==> config.mk <==
export PLATFORM = sky130hd
export DESIGN_NAME = joint_homing_rate_limiter_core
export DESIGN_NICKNAME = d
export VERILOG_FILES = /design/src/hdl/jhrl_pkg.sv /design/src/hdl/joint_homing_rate_limiter_core.sv
export SDC_FILE = /design/constraint.sdc
export NUM_CORES = 2
export LEC_CHECK = 0
export BUFFER_PORTS_ARGS = -buffer_cell sky130_fd_sc_hd__buf_4
export CORE_UTILIZATION = 30
export DETAILED_ROUTE_END_ITERATION = 10
export PLACE_DENSITY = 0.42
export SYNTH_ARGS = -nofsm -noshare
export SYNTH_HDL_FRONTEND = slang
export SYNTH_SLANG_ARGS = --single-unit
==> constraint.sdc <==
create_clock -name clk -period 29.9 [get_ports clk]
set_input_delay 5.98 -clock clk [delete_from_list [all_inputs] [get_ports clk]]
set_output_delay 5.98 -clock clk [all_outputs]
set_load 0.05 [all_outputs]
==> src/hdl/jhrl_pkg.sv <==
// Package for the joint homing rate limiter core.
// Sizes, register indexes, command codes, reset values and state type.
// No dependencies.
`default_nettype none

package jhrl_pkg;

  // table geometry
  localparam int MAX_JOINTS = 32;
  localparam int POS_WIDTH  = 24;
  localparam int JIDX_W     = (MAX_JOINTS > 1) ? $clog2(MAX_JOINTS) : 1;

  // fixed field widths
  localparam int CMD_W    = 2;
  localparam int JOINT_W  = 5;
  localparam int VALUE_W  = 24;
  localparam int PERIOD_W = 20;
  localparam int VEL_W    = 20;
  localparam int BAND_W   = 16;
  localparam int JCNT_W   = 6;
  localparam int CFG_IDX_W  = 2;
  localparam int CFG_DATA_W = 20;

  // step limit: Q.16 * Q0.20 -> Q.36, rounded back to Q.16
  localparam int PROD_W    = VEL_W + PERIOD_W;
  localparam int STEP_SHIFT = 20;
  localparam int STEP_W    = PROD_W + 1 - STEP_SHIFT;
  // working width for differences and clamping
  localparam int CW = (POS_WIDTH + 1 > STEP_W + 1) ? POS_WIDTH + 1 : STEP_W + 1;

  // register indexes
  localparam logic [CFG_IDX_W-1:0] REG_MAX_VELOCITY   = 2'd0;
  localparam logic [CFG_IDX_W-1:0] REG_PRECISION_BAND = 2'd1;
  localparam logic [CFG_IDX_W-1:0] REG_JOINT_COUNT    = 2'd2;

  // reset values: 0.3 rad/s, 0.02 rad, all joints
  localparam logic [VEL_W-1:0]  RST_MAX_VELOCITY   = 20'd19661;
  localparam logic [BAND_W-1:0] RST_PRECISION_BAND = 16'd1311;
  localparam logic [JCNT_W-1:0] RST_JOINT_COUNT    = 6'd32;

  // command codes
  localparam logic [CMD_W-1:0] CMD_TICK = 2'd0;
  localparam logic [CMD_W-1:0] CMD_HOME = 2'd1;
  localparam logic [CMD_W-1:0] CMD_POS  = 2'd2;

  typedef enum logic [2:0] {
    S_IDLE  = 3'b001,
    S_CHECK = 3'b010,
    S_MOVE  = 3'b100
  } state_t;

endpackage

`default_nettype wire

==> src/hdl/joint_homing_rate_limiter_core.sv <==
// Joint homing rate limiter core: home and position tables in RAM, goal test
// pass and, when needed, a rate-limited move pass per tick. Depends on jhrl_pkg.
`default_nettype none

// Command-style block. A word is taken when start is high and busy is low.
// Home (cmd 1) and position (cmd 2) writes give no result; cmd 3 is ignored.
// A tick (cmd 0) runs up to two passes over the active joints (joint_count,
// clamped to 1..MAX_JOINTS), each pass streaming one joint per cycle out of
// the table RAMs, which have registered reads. The first pass checks every
// joint against the precision band; if all are inside, one result word with
// at_goal and last set follows. Otherwise the second pass moves each position
// toward home by at most max_velocity * tick_period (rounded to Q.16), writes
// it back and reports one word per joint, in joint order, last on the final
// one. The final word is on the ports in the first cycle with busy low, so the
// next word can be taken at the edge that takes it. Result words sit on the
// output ports for exactly one cycle under result_strobe and must be taken
// there: the receiver cannot stall the block. Both tables read as zero after
// reset through per-entry valid flags, so there is no clearing pass.
// Configuration is written through cfg_we/cfg_index/cfg_data; the user must
// write it only while the block is idle, which the block does not enforce.
module joint_homing_rate_limiter_core
  import jhrl_pkg::*;
(
  input  wire logic                         clk,
  input  wire logic                         rst,
  // configuration
  input  wire logic                         cfg_we,
  input  wire logic [CFG_IDX_W-1:0]         cfg_index,
  input  wire logic [CFG_DATA_W-1:0]        cfg_data,
  // command
  input  wire logic                         start,
  output logic                              busy,
  input  wire logic [CMD_W-1:0]             cmd,
  input  wire logic [JOINT_W-1:0]           joint,
  input  wire logic signed [VALUE_W-1:0]    value,
  input  wire logic [PERIOD_W-1:0]          tick_period,
  // results
  output logic                              result_strobe,
  output logic [JOINT_W-1:0]                joint_index,
  output logic signed [VALUE_W-1:0]         reference,
  output logic                              at_goal,
  output logic                              last
);

  // configuration registers
  logic [VEL_W-1:0]  max_velocity;
  logic [BAND_W-1:0] precision_band;
  logic [JCNT_W-1:0] joint_count;

  always_ff @(posedge clk) begin
    if (rst) begin
      max_velocity   <= RST_MAX_VELOCITY;
      precision_band <= RST_PRECISION_BAND;
      joint_count    <= RST_JOINT_COUNT;
    end else if (cfg_we) begin
      unique case (cfg_index)
        REG_MAX_VELOCITY:   max_velocity   <= cfg_data[VEL_W-1:0];
        REG_PRECISION_BAND: precision_band <= cfg_data[BAND_W-1:0];
        REG_JOINT_COUNT:    joint_count    <= cfg_data[JCNT_W-1:0];
        default: ;
      endcase
    end
  end

  // control state
  state_t              state;
  logic [JIDX_W-1:0]   rd_idx;      // next joint to read
  logic [JIDX_W-1:0]   last_idx;    // highest active joint of this tick
  logic                issuing;     // reads still to issue in this pass
  logic                rd_vld;      // read data of rd_tag is on the RAM outputs
  logic [JIDX_W-1:0]   rd_tag;
  logic                rd_last;
  logic                far;         // some joint outside the band so far
  logic [PERIOD_W-1:0] period;

  // step limit pipeline: period, then product, then rounded step, all registered
  logic [PROD_W-1:0]   prod;
  logic [STEP_W-1:0]   step;

  // accept decode
  logic accept;
  logic wr_home, wr_pos_cmd, joint_ok;
  int   n_act;

  assign busy       = (state != S_IDLE);
  assign accept     = start && !busy;
  assign joint_ok   = (32'(joint) < MAX_JOINTS);
  assign wr_home    = accept && (cmd == CMD_HOME) && joint_ok;
  assign wr_pos_cmd = accept && (cmd == CMD_POS) && joint_ok;

  always_comb begin
    n_act = int'(joint_count);
    if (n_act == 0) n_act = 1;
    if (n_act > MAX_JOINTS) n_act = MAX_JOINTS;
  end

  // table RAMs, with valid flags standing in for the reset clear
  logic signed [POS_WIDTH-1:0] home_mem [MAX_JOINTS];
  logic signed [POS_WIDTH-1:0] pos_mem  [MAX_JOINTS];
  logic [MAX_JOINTS-1:0]       home_vld, pos_vld;
  logic signed [POS_WIDTH-1:0] home_rd, pos_rd;
  logic                        home_rd_vld, pos_rd_vld;

  logic                        pos_we;
  logic [JIDX_W-1:0]           pos_waddr;
  logic signed [POS_WIDTH-1:0] pos_wdata;
  logic signed [POS_WIDTH-1:0] new_pos;
  logic                        move_wr;

  assign move_wr   = (state == S_MOVE) && rd_vld;
  assign pos_we    = wr_pos_cmd || move_wr;
  assign pos_waddr = move_wr ? rd_tag : JIDX_W'(joint);
  assign pos_wdata = move_wr ? new_pos : POS_WIDTH'(value);

  always_ff @(posedge clk) begin
    if (wr_home) home_mem[JIDX_W'(joint)] <= POS_WIDTH'(value);
    home_rd <= home_mem[rd_idx];
  end

  always_ff @(posedge clk) begin
    if (pos_we) pos_mem[pos_waddr] <= pos_wdata;
    pos_rd <= pos_mem[rd_idx];
  end

  always_ff @(posedge clk) begin
    if (rst) begin
      home_vld    <= '0;
      pos_vld     <= '0;
      home_rd_vld <= 1'b0;
      pos_rd_vld  <= 1'b0;
    end else begin
      if (wr_home) home_vld[JIDX_W'(joint)] <= 1'b1;
      if (pos_we)  pos_vld[pos_waddr]       <= 1'b1;
      home_rd_vld <= home_vld[rd_idx];
      pos_rd_vld  <= pos_vld[rd_idx];
    end
  end

  // per-joint datapath on the registered read data
  logic signed [CW-1:0] h_ext, p_ext, diff, diff_abs, step_s, delta;
  logic                 far_now;

  always_comb begin
    h_ext    = home_rd_vld ? CW'(home_rd) : '0;
    p_ext    = pos_rd_vld  ? CW'(pos_rd)  : '0;
    diff     = h_ext - p_ext;
    diff_abs = (diff < 0) ? -diff : diff;
    far_now  = (diff_abs > $signed(CW'(precision_band)));
    step_s   = $signed(CW'(step));
    if (diff > step_s)       delta = step_s;
    else if (diff < -step_s) delta = -step_s;
    else                     delta = diff;
    new_pos  = POS_WIDTH'(p_ext + delta);
  end

  always_ff @(posedge clk) begin
    prod <= PROD_W'(max_velocity) * PROD_W'(period);
    step <= STEP_W'((PROD_W'(1) + prod + (PROD_W'(1) << (STEP_SHIFT - 1)) - PROD_W'(1))
                    >> STEP_SHIFT);
  end

  // sequencer
  always_ff @(posedge clk) begin
    if (rst) begin
      state         <= S_IDLE;
      rd_idx        <= '0;
      issuing       <= 1'b0;
      rd_vld        <= 1'b0;
      far           <= 1'b0;
      result_strobe <= 1'b0;
    end else begin
      result_strobe <= 1'b0;
      rd_vld        <= issuing;
      rd_tag        <= rd_idx;
      rd_last       <= (rd_idx == last_idx);
      if (issuing) begin
        if (rd_idx == last_idx) issuing <= 1'b0;
        else rd_idx <= rd_idx + 1'b1;
      end
      unique case (state)
        S_IDLE: begin
          if (accept && (cmd == CMD_TICK)) begin
            state    <= S_CHECK;
            period   <= tick_period;
            last_idx <= JIDX_W'(n_act - 1);
            rd_idx   <= '0;
            issuing  <= 1'b1;
            far      <= 1'b0;
          end
        end
        S_CHECK: begin
          if (rd_vld) begin
            far <= far || far_now;
            if (rd_last) begin
              if (far || far_now) begin
                // something to move: second pass
                state   <= S_MOVE;
                rd_idx  <= '0;
                issuing <= 1'b1;
              end else begin
                state         <= S_IDLE;
                result_strobe <= 1'b1;
                joint_index   <= '0;
                reference     <= '0;
                at_goal       <= 1'b1;
                last          <= 1'b1;
              end
            end
          end
        end
        S_MOVE: begin
          if (rd_vld) begin
            result_strobe <= 1'b1;
            joint_index   <= JOINT_W'(rd_tag);
            reference     <= VALUE_W'(new_pos);
            at_goal       <= 1'b0;
            last          <= rd_last;
            if (rd_last) state <= S_IDLE;
          end
        end
        default: state <= S_IDLE;
      endcase
    end
  end

`ifndef ASSERT_OFF
  a_goal_word: assert property (@(posedge clk) disable iff (rst)
    result_strobe && at_goal |-> last && (reference == '0) && (joint_index == '0))
    else $error("at_goal word malformed");

  a_last_idle: assert property (@(posedge clk) disable iff (rst)
    result_strobe && last |-> !busy)
    else $error("block still busy after last word");

  a_move_reports: assert property (@(posedge clk) disable iff (rst)
    (state == S_MOVE) && rd_vld |=> result_strobe && !at_goal)
    else $error("position write-back without result word");

  a_joint_order: assert property (@(posedge clk) disable iff (rst)
    result_strobe && !last |=> result_strobe &&
      (joint_index == JOINT_W'($past(joint_index) + 1'b1)))
    else $error("result words out of joint order");
`endif

endmodule

`default_nettype wire
==> impl_metrics.py <==
metrics = {
    "logic_synthesis": {
        "yosysWarnings": 0,
        "synthArstFlopShare": 0,
        "syn_nets": 5978,
        "syn_inst": 5324,
        "synth_edf_count": 1598,
        "synth_ff_type": "edfxtp_1",
        "netlist_area_um2": 85500,
        "synthDistinctLibCells": 89,
        "synth-seq-area-share": 0.610,
        "synth_seq_cells": 1807,
        "synth.avg_cell_area_um2": 16.1,
    },
    "detailed_routing": {
        "dr.pass1.iters": 7,
        "viasPerCell": 4.93,
        "wire_per_inst_um": 27.8,
        "drt_iter0_drc": 3492,
        "drc": 0,
        "routed_wl_um": 262000,
        "ant_nets": 0,
        "vias": 46500,
    },
    "clock_network": {
        "clkTransAtPathRegs_ps": 60,
        "numCtsBuffers": 203,
        "cts_resized": 0,
        "clock-sinks": 1807,
        "cts_root_buf": "clkbuf_16",
        "hold_buffers": 0,
        "clk_latency_ps": 890,
        "max-clock-path-buffers": 4,
        "cts_tree": "done",
        "post-cts-setup-buffers": 0,
        "cts_max_level": 4,
    },
    "critical_path": {
        "path_common_cell": "o21ai_0",
        "rr_endpoint": "pos_mem[15][23]",
        "reg2reg_depth": 33,
        "path_max_fanout": 47,
        "critical_path_class": "reg -> reg",
        "crit_slowest_cell": "o21ai_2",
        "crit-reg2reg-launch": "home_rd_vld",
        "cp_slowest_stage_delay_ps": 900,
        "reg2reg_slack_ps": 19070,
        "worstSetupEndpointType": "flop",
        "crit_required_ps": 30380,
        "cp-start-kind": "flop",
        "crit_arrival_ps": 11310,
    },
    "placed_design": {
        "place_hpwl_um": 165000,
        "dp_cells": 9049,
        "place.gp.congestion": 0.873,
        "pre_cts_ws_ps": 19180,
        "numPortBuffers": 109,
    },
    "timing": {
        "max_freq_ghz": 0.0924,
        "rsz0062_at_grt": "no",
        "min_period_over_period": 0.362,
        "tightest_slew_ps": 1330,
        "final_hold_viol_count": 0,
        "fin_skew_ps": 112,
        "final.setup.worst_slack_ps": 19070,
        "finalCriticalPeriod_ps": 10830,
        "setup_viol": 0,
        "slew_viol_final": 0,
        "final.setup.tns_ps": 0,
        "slew-limit-headroom": 0.115,
    },
    "floorplanning": {
        "die_w_um": 536,
        "rows": 195,
        "die-area_um2": 287000,
        "chipHeight_um": 536,
        "initial_core_util": 0.302,
        "io_pins": 110,
        "core_area_um2": 283000,
    },
    "status": {
        "status": "finished clean",
    },
    "layout": {
        "syn2layout_area_growth_pct": 14.8,
        "drive_gt1_frac": 0.215,
        "final_common_cell": "edfxtp_1",
        "multi_input_area_um2": 31400,
        "nNetsFinal": 6165,
        "nFillCells": 27100,
        "regArea_um2": 52200,
        "fin_cells": 9428,
        "fin_util": 0.347,
        "layout_common_cells": "1598 x edfxtp_1, 500 x mux4_2, 468 x nand2_1",
    },
    "grt": {
        "gr-total-overflow": 0,
        "track_usage": 0.182,
        "grt_max_degree": 125,
        "antenna_found_initial": 6,
        "grt_pass1_wl_um": 374000,
        "grt_pass1_vias": 48700,
    },
    "job": {
        "maxCapViolCount": 0,
    },
    "power_and_ir_drop": {
        "ir_drop_mv": 0.0526,
        "total_power_uw": 6700,
        "power_per_cell_area_nw_per_um2": 68.3,
        "p_leak_uw": 0.0338,
    },
    "min_path": {
        "hold_path.class": "reg -> reg",
        "holdCritStartpoint": "state[2]",
        "min_path_cells": 1,
        "holdPathEnd": "state[1]",
    },
}
## cell usage after synthesis (all sizes together), types with 7 or more instances
library cell     n  area share
nand4           14      0.0010
nor4            14      0.0012
nand3b          12      0.0011
mux2i           19      0.0022
buf             51      0.0026
a31oi            8     0.00059
nor2b           18      0.0013
and4            11      0.0011
and2           182       0.013
fa             321       0.075
inv            432       0.019
mux4           500        0.13
xor2            37      0.0038
a2111oi          7     0.00072
and3            13     0.00095
nor3b            7     0.00061
nand2b          23      0.0017
o21ai          100      0.0059
nor2           234       0.010
edfxtp        1598        0.56
o211ai          19      0.0017
o21a            54      0.0047
a211oi          10     0.00088
nor3            41      0.0027
a21oi          136      0.0080
o41ai            7     0.00072
xnor2           71      0.0074
dfxtp          209       0.049
or3             13      0.0010
clkbuf         214      0.0094
a21o            24      0.0021
ha             256       0.037
nand2          469       0.021
nand3           58      0.0034
mux2            50      0.0066
## cell type report
cell class | instances | share of cell area
multi-input cells | 2818 | 0.320
clock buffers | 256 | 0.0553
flip-flops and latches | 1807 | 0.532
inverters | 434 | 0.0166
well taps | 3743 | 0.0477
clock inverters | 120 | 0.00980
diodes | 3 | 0.0000765
repair buffers | 247 | 0.0193
## sequential cells by signal (all words and copies together), names as in the netlist, 16 cells and up
signal / count
home_mem: 768
home_rd: 24
home_vld: 32
max_velocity: 20
period: 20
pos_mem: 768
pos_rd: 24
pos_vld: 32
precision_band: 16
prod: 21
reference: 24
step: 20
## report_power, final
part	switching, µW	leakage (µW)	internal, µW
Combinational	817	0.0146	617
Sequential	49.3	0.0161	2790
Clock	1060	0.00312	1370
Total	1920	0.0338	4780
## cells by family (layout without fill, tap and decap cells)
group | after synthesis | in the layout | share of synthesized area
buffers and inverters | 699 | 1057 | 0.0310
DFF | 1807 | 1807 | 0.610
muxes | 569 | 569 | 0.140
xor gates and xnor gates | 109 | 109 | 0.0114
AOI/OAI and AO/OA | 433 | 433 | 0.0324
other | 0 | 3 | 0
adders and majority gates | 578 | 578 | 0.113
and+or+nand+nor | 1129 | 1129 | 0.0623
## critical path: cells and delay by family, from the launching register on
kind	cells	cell delay (ps)
compound gates	18	5590
xor+xnor	1	420
fa+ha+maj	4	1460
buf+inv	4	1170
flops	1	750
simple gates	6	1030
## per-stage QoR
stage,area (µm²),hold slack (ps)
finish,98200,449
global placement,91800,442
global route,98200,466
detailed placement,91800,446
CTS,98200,454
floorplan,85500,406
## per-layer routing
layer	up-vias	global-route usage	share of wire
li1	20300	-	-
met2	975	0.313	0.50
met4	4	0.0402	0.020
met3	288	0.0209	0.037
met1	25000	0.247	0.44
met5	-	0	0.000092
## worst max-delay path by stage
stage	from	to	slack, ps	cells past startpoint
2_1_floorplan	home_rd_vld	pos_mem[0][23]	20360	36
3_3_place_gp	pos_rd_vld	pos_mem[8][23]	19300	33
3_5_place_dp	home_rd_vld	pos_mem[8][23]	19180	33
4_1_cts	home_rd_vld	pos_mem[15][23]	19150	33
5_1_grt	home_rd_vld	pos_mem[15][23]	18260	33
6_report	home_rd_vld	pos_mem[15][23]	19070	33
(Power assumes the default switching activity.)
